`src/rtl/dsc_sls_pkg.sv`:
```
// Shared types, constants and constant-divisor helpers for the DSC slice layout selector.
package dsc_sls_pkg;

    localparam int NUM_CAND = 8;

    // Status codes
    localparam logic [2:0] ST_OK         = 3'd0;
    localparam logic [2:0] ST_CLK_HIGH   = 3'd1;
    localparam logic [2:0] ST_BAD_CODE   = 3'd2;
    localparam logic [2:0] ST_ZERO_LIMIT = 3'd3;
    localparam logic [2:0] ST_NO_FIT     = 3'd4;

    // Configuration register indexes
    localparam logic [1:0] REG_SLICE_MASK = 2'd0;
    localparam logic [1:0] REG_MAX_WIDTH  = 2'd1;
    localparam logic [1:0] REG_TPUT_CODE  = 2'd2;

    // Throughput codes that the sink may not report
    localparam logic [3:0] TPUT_CODE_NONE = 4'd0;
    localparam logic [3:0] TPUT_CODE_RSVD = 4'd15;

    // Pixel clock ladder (kHz) and candidate slice counts
    localparam logic [23:0] CLK_LIMIT [NUM_CAND] = '{
        24'd340000, 24'd680000, 24'd1360000, 24'd3200000,
        24'd4800000, 24'd6400000, 24'd8000000, 24'd9600000
    };
    localparam logic [4:0] CAND [NUM_CAND] = '{
        5'd1, 5'd2, 5'd4, 5'd8, 5'd12, 5'd16, 5'd20, 5'd24
    };

    // Slice heights
    localparam logic [6:0] HEIGHT_108 = 7'd108;
    localparam logic [6:0] HEIGHT_16  = 7'd16;
    localparam logic [6:0] HEIGHT_12  = 7'd12;
    localparam logic [6:0] HEIGHT_15  = 7'd15;

    typedef struct packed {
        logic [23:0] allowed_slice_mask;
        logic [16:0] max_slice_px;
        logic [3:0]  throughput_code;
    } sls_cfg_t;

    typedef struct packed {
        logic [2:0]  status;
        logic [4:0]  num_slices;
        logic [15:0] slice_pixels;
    } sls_pick_t;

    // floor(x / 3) for 14-bit x: reciprocal 2^15/3 rounded up, error term 1
    function automatic logic [13:0] div3(input logic [13:0] x);
        logic [29:0] p;
        p = 30'(x) * 30'd10923;
        return p[28:15];
    endfunction

    // floor(x / 5) for 14-bit x: reciprocal 2^16/5 rounded up
    function automatic logic [13:0] div5(input logic [13:0] x);
        logic [29:0] p;
        p = 30'(x) * 30'd13108;
        return p[29:16];
    endfunction

    // floor(x / 27) for 14-bit x: reciprocal 2^19/27 rounded up
    function automatic logic [13:0] div27(input logic [13:0] x);
        logic [29:0] p;
        p = 30'(x) * 30'd19419;
        return {3'b000, p[29:19]};
    endfunction

endpackage

```
`src/rtl/dsc_sls_height.sv`:
```
// Slice height choice from the active line count.
module dsc_sls_height
    import dsc_sls_pkg::*;
(
    input  logic [15:0] v_active,
    output logic [6:0]  slice_lines
);

    logic [13:0] v_q4;
    logic [13:0] q27;
    logic [13:0] q3;
    logic        div_by_4;
    logic        div_by_108;
    logic        div_by_16;
    logic        div_by_12;

    assign v_q4     = v_active[15:2];
    assign q27      = div27(v_q4);
    assign q3       = div3(v_q4);
    assign div_by_4 = (v_active[1:0] == 2'b00);

    // 108 = 4 * 27, 12 = 4 * 3
    assign div_by_108 = div_by_4 && ((16'(q27) * 16'd27) == {2'b00, v_q4});
    assign div_by_12  = div_by_4 && ((16'(q3) * 16'd3) == {2'b00, v_q4});
    assign div_by_16  = (v_active[3:0] == 4'd0);

    always_comb
    begin
        priority if (div_by_108)
            slice_lines = HEIGHT_108;
        else if (div_by_16)
            slice_lines = HEIGHT_16;
        else if (div_by_12)
            slice_lines = HEIGHT_12;
        else
            slice_lines = HEIGHT_15;
    end

endmodule

```
`src/rtl/dsc_sls_pick.sv`:
```
// Candidate slice count checks and first-fit selection with error priority.
module dsc_sls_pick
    import dsc_sls_pkg::*;
(
    input  logic [23:0] pixel_clock_khz,
    input  logic [15:0] h_active,
    input  logic [23:0] slice_throughput_khz,
    input  sls_cfg_t    cfg,
    output sls_pick_t   pick
);

    logic [13:0] h_q4;
    logic [13:0] h_q8;
    logic [13:0] q12;
    logic [13:0] q20;
    logic [13:0] q24;
    logic        div12;
    logic        div20;
    logic        div24;

    logic [15:0]         cand_width [NUM_CAND];
    logic [NUM_CAND-1:0] cand_div;
    logic [NUM_CAND-1:0] meets_min;
    logic [NUM_CAND-1:0] fit;

    assign h_q4 = h_active[15:2];
    assign h_q8 = {1'b0, h_active[15:3]};
    assign q12  = div3(h_q4);
    assign q20  = div5(h_q4);
    assign q24  = div3(h_q8);

    assign div12 = (h_active[1:0] == 2'b00) && ((16'(q12) * 16'd3) == {2'b00, h_q4});
    assign div20 = (h_active[1:0] == 2'b00) && ((16'(q20) * 16'd5) == {2'b00, h_q4});
    assign div24 = (h_active[2:0] == 3'b000) && ((16'(q24) * 16'd3) == {2'b00, h_q8});

    // Quotient and exact-divisibility per candidate (1,2,4,8,12,16,20,24)
    always_comb
    begin
        cand_width[0] = h_active;
        cand_width[1] = {1'b0, h_active[15:1]};
        cand_width[2] = {2'b00, h_q4};
        cand_width[3] = {2'b00, h_q8};
        cand_width[4] = {2'b00, q12};
        cand_width[5] = {4'h0, h_active[15:4]};
        cand_width[6] = {2'b00, q20};
        cand_width[7] = {2'b00, q24};

        cand_div[0] = 1'b1;
        cand_div[1] = ~h_active[0];
        cand_div[2] = (h_active[1:0] == 2'b00);
        cand_div[3] = (h_active[2:0] == 3'b000);
        cand_div[4] = div12;
        cand_div[5] = (h_active[3:0] == 4'h0);
        cand_div[6] = div20;
        cand_div[7] = div24;
    end

    // ceil(clk / c) <= tput  is the same as  clk <= tput * c
    always_comb
    begin
        for (int i = 0; i < NUM_CAND; i++)
        begin
            meets_min[i] = (pixel_clock_khz <= CLK_LIMIT[i]);
            fit[i] = meets_min[i]
                   && cfg.allowed_slice_mask[CAND[i] - 5'd1]
                   && cand_div[i]
                   && ({1'b0, cand_width[i]} < cfg.max_slice_px)
                   && ({5'd0, pixel_clock_khz}
                       <= (29'(slice_throughput_khz) * 29'(CAND[i])));
        end
    end

    always_comb
    begin
        pick.status       = ST_NO_FIT;
        pick.num_slices   = 5'd0;
        pick.slice_pixels = 16'd0;
        priority if (!meets_min[NUM_CAND-1])
            pick.status = ST_CLK_HIGH;
        else if (cfg.throughput_code == TPUT_CODE_NONE
                 || cfg.throughput_code == TPUT_CODE_RSVD)
            pick.status = ST_BAD_CODE;
        else if (cfg.max_slice_px == 17'd0 || slice_throughput_khz == 24'd0)
            pick.status = ST_ZERO_LIMIT;
        else
        begin
            for (int i = NUM_CAND - 1; i >= 0; i--)
            begin
                if (fit[i])
                begin
                    pick.status       = ST_OK;
                    pick.num_slices   = CAND[i];
                    pick.slice_pixels = cand_width[i];
                end
            end
        end
    end

endmodule

```
`src/rtl/dsc_slice_layout_select_unit.sv`:
```
// Top level of the DSC slice layout selector: config registers, request and result registers.
//
// Usage:
//   Configuration: write allowed_slice_mask (index 0), max_slice_px (index 1) and
//   throughput_code (index 2) through cfg_valid/cfg_ready/cfg_index/cfg_data while no
//   request is in flight. cfg_ready is always high; an index of 3 is ignored.
//   Requests: drive the mode fields and pulse start. busy is always low, so a request
//   is taken on every cycle that start is high.
//   Results: result_valid is high for exactly one cycle with status, num_slices,
//   slice_pixels and slice_lines. The receiver cannot stall; results are never held.
//   Path: each accepted request passes the input register, then the result register.
//   Throughput: one request per cycle; all checks are one pass of constant-divisor
//   multiplies and compares between the two registers.
//   Reset: rst_n clears the config registers to zero and drops all valid flags.
//   With zeroed config every request reports a bad throughput code (or clock too high).
module dsc_slice_layout_select_unit
    import dsc_sls_pkg::*;
(
    input  logic        clk,
    input  logic        rst_n,

    // request channel
    input  logic        start,
    output logic        busy,
    input  logic [23:0] pixel_clock_khz,
    input  logic [15:0] h_active,
    input  logic [15:0] v_active,
    input  logic [23:0] slice_throughput_khz,

    // config write channel
    input  logic        cfg_valid,
    output logic        cfg_ready,
    input  logic [1:0]  cfg_index,
    input  logic [23:0] cfg_data,

    // result strobe
    output logic        result_valid,
    output logic [2:0]  status,
    output logic [4:0]  num_slices,
    output logic [15:0] slice_pixels,
    output logic [6:0]  slice_lines
);

    sls_cfg_t    cfg_reg;

    logic        req_valid_reg;
    logic [23:0] pclk_reg;
    logic [15:0] hact_reg;
    logic [15:0] vact_reg;
    logic [23:0] tput_reg;

    logic        res_valid_reg;
    sls_pick_t   pick_reg;
    logic [6:0]  height_reg;

    sls_pick_t   pick_next;
    logic [6:0]  height_next;
    logic        req_accept;

    // Never back-pressures: a new request enters each cycle.
    assign busy       = 1'b0;
    assign cfg_ready  = 1'b1;
    assign req_accept = start && !busy;

    // Config registers; unused index falls through untouched.
    always_ff @(posedge clk or negedge rst_n)
    begin
        if (!rst_n)
        begin
            cfg_reg <= '0;
        end
        else if (cfg_valid && cfg_ready)
        begin
            unique case (cfg_index)
                REG_SLICE_MASK: cfg_reg.allowed_slice_mask <= cfg_data;
                REG_MAX_WIDTH:  cfg_reg.max_slice_px       <= cfg_data[16:0];
                REG_TPUT_CODE:  cfg_reg.throughput_code    <= cfg_data[3:0];
                default:        ;
            endcase
        end
    end

    // Request register
    always_ff @(posedge clk or negedge rst_n)
    begin
        if (!rst_n)
            req_valid_reg <= 1'b0;
        else
            req_valid_reg <= req_accept;
    end

    always_ff @(posedge clk)
    begin
        if (req_accept)
        begin
            pclk_reg <= pixel_clock_khz;
            hact_reg <= h_active;
            vact_reg <= v_active;
            tput_reg <= slice_throughput_khz;
        end
    end

    // Single combinational pass
    dsc_sls_pick u_pick (
        .pixel_clock_khz      (pclk_reg),
        .h_active             (hact_reg),
        .slice_throughput_khz (tput_reg),
        .cfg                  (cfg_reg),
        .pick                 (pick_next)
    );

    dsc_sls_height u_height (
        .v_active    (vact_reg),
        .slice_lines (height_next)
    );

    // Result register: one-cycle strobe per request
    always_ff @(posedge clk or negedge rst_n)
    begin
        if (!rst_n)
            res_valid_reg <= 1'b0;
        else
            res_valid_reg <= req_valid_reg;
    end

    always_ff @(posedge clk)
    begin
        if (req_valid_reg)
        begin
            pick_reg   <= pick_next;
            height_reg <= height_next;
        end
    end

    assign result_valid = res_valid_reg;
    assign status       = pick_reg.status;
    assign num_slices   = pick_reg.num_slices;
    assign slice_pixels = pick_reg.slice_pixels;
    assign slice_lines  = height_reg;

endmodule
```
`config.mk`:
```
export PLATFORM = sky130hd
export DESIGN_NAME = dsc_slice_layout_select_unit
export DESIGN_NICKNAME = d
export VERILOG_FILES = /design/src/rtl/dsc_sls_pkg.sv /design/src/rtl/dsc_sls_height.sv /design/src/rtl/dsc_sls_pick.sv /design/src/rtl/dsc_slice_layout_select_unit.sv
export SDC_FILE = /design/constraint.sdc
export NUM_CORES = 2
export LEC_CHECK = 0
export ABC_AREA = 1
export BUFFER_PORTS_ARGS = -buffer_cell sky130_fd_sc_hd__buf_2
export CORE_ASPECT_RATIO = 1.4
export CORE_UTILIZATION = 66
export DETAILED_ROUTE_END_ITERATION = 16
export PLACE_DENSITY = 0.84
export SLEW_MARGIN = 40
export SYNTH_ARGS = -nofsm -noshare
export SYNTH_HDL_FRONTEND = slang
export SYNTH_SLANG_ARGS = --single-unit
```
`constraint.sdc`:
```
create_clock -name clk -period 11.2 [get_ports clk]
set_input_delay 0.56 -clock clk [delete_from_list [all_inputs] [get_ports clk]]
set_output_delay 0.56 -clock clk [all_outputs]
set_load 0.05 [all_outputs]
```
==> flow_metrics.env <==
export IMPL_yosysMostFrequentCell="inv_1"
export IMPL_grt_usage_pct=40.5
export IMPL_synth_warnings=0
export IMPL_start_util_pct=67.1
export IMPL_synth_common_cells="910 x inv_1, 856 x ha_1, 796 x nand2_1, 341 x a21oi_1, 306 x fa_1"
export IMPL_min_period_over_period_pct=88.5
export IMPL_crit_path_end_kind="register"
export IMPL_grt_max_degree=57
export IMPL_hp_class="input port to asynchronous set/reset pin"
export IMPL_setup_viol=0
export IMPL_cts_clk_slew_worst_paths_ns=0.08
export IMPL_synth_seq_cells=139
export IMPL_cp_start_kind="register"
export IMPL_syn_inst=4634
export IMPL_wl_per_cell_um=20.2
export IMPL_diodes=0
export IMPL_r2r_start="vact_reg[13]"
export IMPL_cts_buffer_depth=2
export IMPL_cp_max_fo=9
export IMPL_cts_sinks=139
export IMPL_grt_overflow_total=0
export IMPL_avgSynthCellArea_um2=7.91
export IMPL_place_congestion=1.02
export IMPL_synth_top_cell_by_area="ha_1"
export IMPL_yosys_most_used_dff="edfxtp_1"
export IMPL_period_minus_slack_ns=9.91
export IMPL_viasPerCell=6.07
export IMPL_post_cts_resized=0
export IMPL_cts_tree="yes"
export IMPL_fp_dieArea_mm2=0.0565
export IMPL_io_buffers=136
export IMPL_drive_gt1_share_pct=5.21
export IMPL_critical_path_arrival_ns=10.14
export IMPL_ys_types=72
export IMPL_maxCapViolCount=0
export IMPL_routed_wl_um=111000
export IMPL_grt_setup_unrepaired="no"
export IMPL_core_area_mm2=0.0546
export IMPL_setup_tns_ns=0
export IMPL_synth_area_leaders="ha_1 29%, fa_1 17%, inv_1 9.3%, edfxtp_1 8.9%, nand2_1 8.2%"
export IMPL_die_w_um=201
export IMPL_grt_pass1_wl_um=177000
export IMPL_dpl_hpwl_um=91300
export IMPL_area_growth_pct=6.02
export IMPL_synth_seq_area_share_pct=11.0
export IMPL_r2r_cells=42
export IMPL_worstSetupPathType="register to register"
export IMPL_largest_register_ffs=29
export IMPL_slew_violations=0
export IMPL_top_level_ports=144
export IMPL_slew_headroom_pct=39.4
export IMPL_via_count=33500
export IMPL_synth_enable_flop_cells=108
export IMPL_netlist_area_leader_share_pct=29.2
export IMPL_ctsHoldBuffers=0
export IMPL_tightest_slew_ns=0.909
export IMPL_final_util_pct=71.1
export IMPL_synthesis_area_mm2=0.0366
export IMPL_cp_required_ns=11.44
export IMPL_rrSetupSlack_ns=1.29
export IMPL_htreeDepth=4
export IMPL_drc=0
export IMPL_drtAntennaViolNets=0
export IMPL_drtPass1Iterations=9
export IMPL_post_cts_setup_buffers=0
export IMPL_crit_slowest_cell="edfxtp_1"
export IMPL_rows=101
export IMPL_grt_pass1_vias=35000
export IMPL_timing_rr_end="slice_lines[4]"
export IMPL_clock_skew_ns=0.0172
export IMPL_hold_violations=0
export IMPL_drtIter0Drc=2219
export IMPL_layout_nets=6053
export IMPL_die_h_um=281
export IMPL_synth_nets=5906
export IMPL_cts_made_buffers=17
export IMPL_max_stage_delay_ns=0.79
export IMPL_antenna_found_initial=0
export IMPL_status="finished, final reports clean"
export IMPL_synthArstFlopShare_pct=22.3
export IMPL_setup_worst_path_start="vact_reg[13]"
export IMPL_fillers=4442
export IMPL_max_clock_freq_mhz=101
export IMPL_root_buffer="clkbuf_16"
export IMPL_clkLatencyLatePin_ns=0.49
==> per-layer routing <==
| layer | global-route usage [%] | vias up | wire length [um] |
|---|---|---|---|
| met4 | 35.3 | 0 | 10700 |
| met2 | 71.5 | 1507 | 54200 |
| met1 | 41.6 | 15700 | 38400 |
| met3 | 6.67 | 600 | 7990 |
| li1 | - | 15700 | - |
| met5 | 0 | - | 0 |
==> layout by cell type (no fill, tap or decap), types with 16 or more instances in the layout <==
master     instances
inv_1            910
ha_1             856
nand2_1          795
a21oi_1          341
fa_1             306
nor2_1           280
nand3_1          182
o21ai_0          139
buf_2            135
xor2_1           128
nand4_1          114
edfxtp_1         108
nor3_1            54
xnor2_1           50
dfrtp_1           31
nor4_1            27
buf_4             27
a21o_1            25
o21bai_1          24
a211oi_1          18
clkbuf_16         17
o211ai_1          16
==> through the flow <==
stage	hold WS (ns)	cell area, um^2	instances	setup slack, ns
after global placement	0.432	38200	5483	1.47
after floorplan	0.264	36600	4634	2.37
after global routing	0.161	38800	5515	0.551
final	0.109	38800	5515	1.29
after CTS	0.104	38800	5515	1.31
after detailed placement	0.456	38200	5483	1.36
==> critical path: cells and delay by family (launching register included) <==
family | cells | cell delay, ns
and+or+nand+nor | 15 | 1.88
DFF | 1 | 0.79
xor gates and xnor gates | 2 | 0.49
adders and majority gates | 11 | 4.90
buffers and inverters | 8 | 0.54
AOI/OAI and AO/OA | 6 | 1.04
==> worst max path at each step <==
stage | to | cells after the start | slack (ns)
2_1_floorplan | slice_lines[4] | 42 | 2.37
3_3_place_gp | slice_lines[4] | 42 | 1.47
3_5_place_dp | slice_lines[4] | 42 | 1.36
4_1_cts | slice_lines[4] | 42 | 1.31
5_1_grt | slice_lines[4] | 42 | 0.55
6_report | slice_lines[4] | 42 | 1.29
==> layout make-up <==
| class | instances | area [um^2] | share of cell area (%) |
|---|---|---|---|
| Timing Repair Buffer | 162 | 878 | 2.26 |
| Clock buffer | 17 | 425 | 1.10 |
| Tap cell | 721 | 902 | 2.32 |
| Multi-Input combinational cell | 3544 | 29000 | 74.6 |
| Inverter | 917 | 3440 | 8.86 |
| Sequential cell | 139 | 4020 | 10.3 |
| Clock inverter | 15 | 188 | 0.483 |
==> logic make-up after synthesis <==
family	Yosys count	share of synthesized area (%)
AO/OA/AOI/OAI	673	10.5
XOR/XNOR	181	4.39
adder cells (fa/ha/maj)	1162	46.0
buffers and inverters	951	9.97
flip-flops	139	11.0
multiplexers	2	0.0615
other	2	0.0205
AND/OR/NAND/NOR	1524	18.1
Power is not shown: default switching activity piles up to over one toggle a cycle in this logic, so the estimate is an artifact.
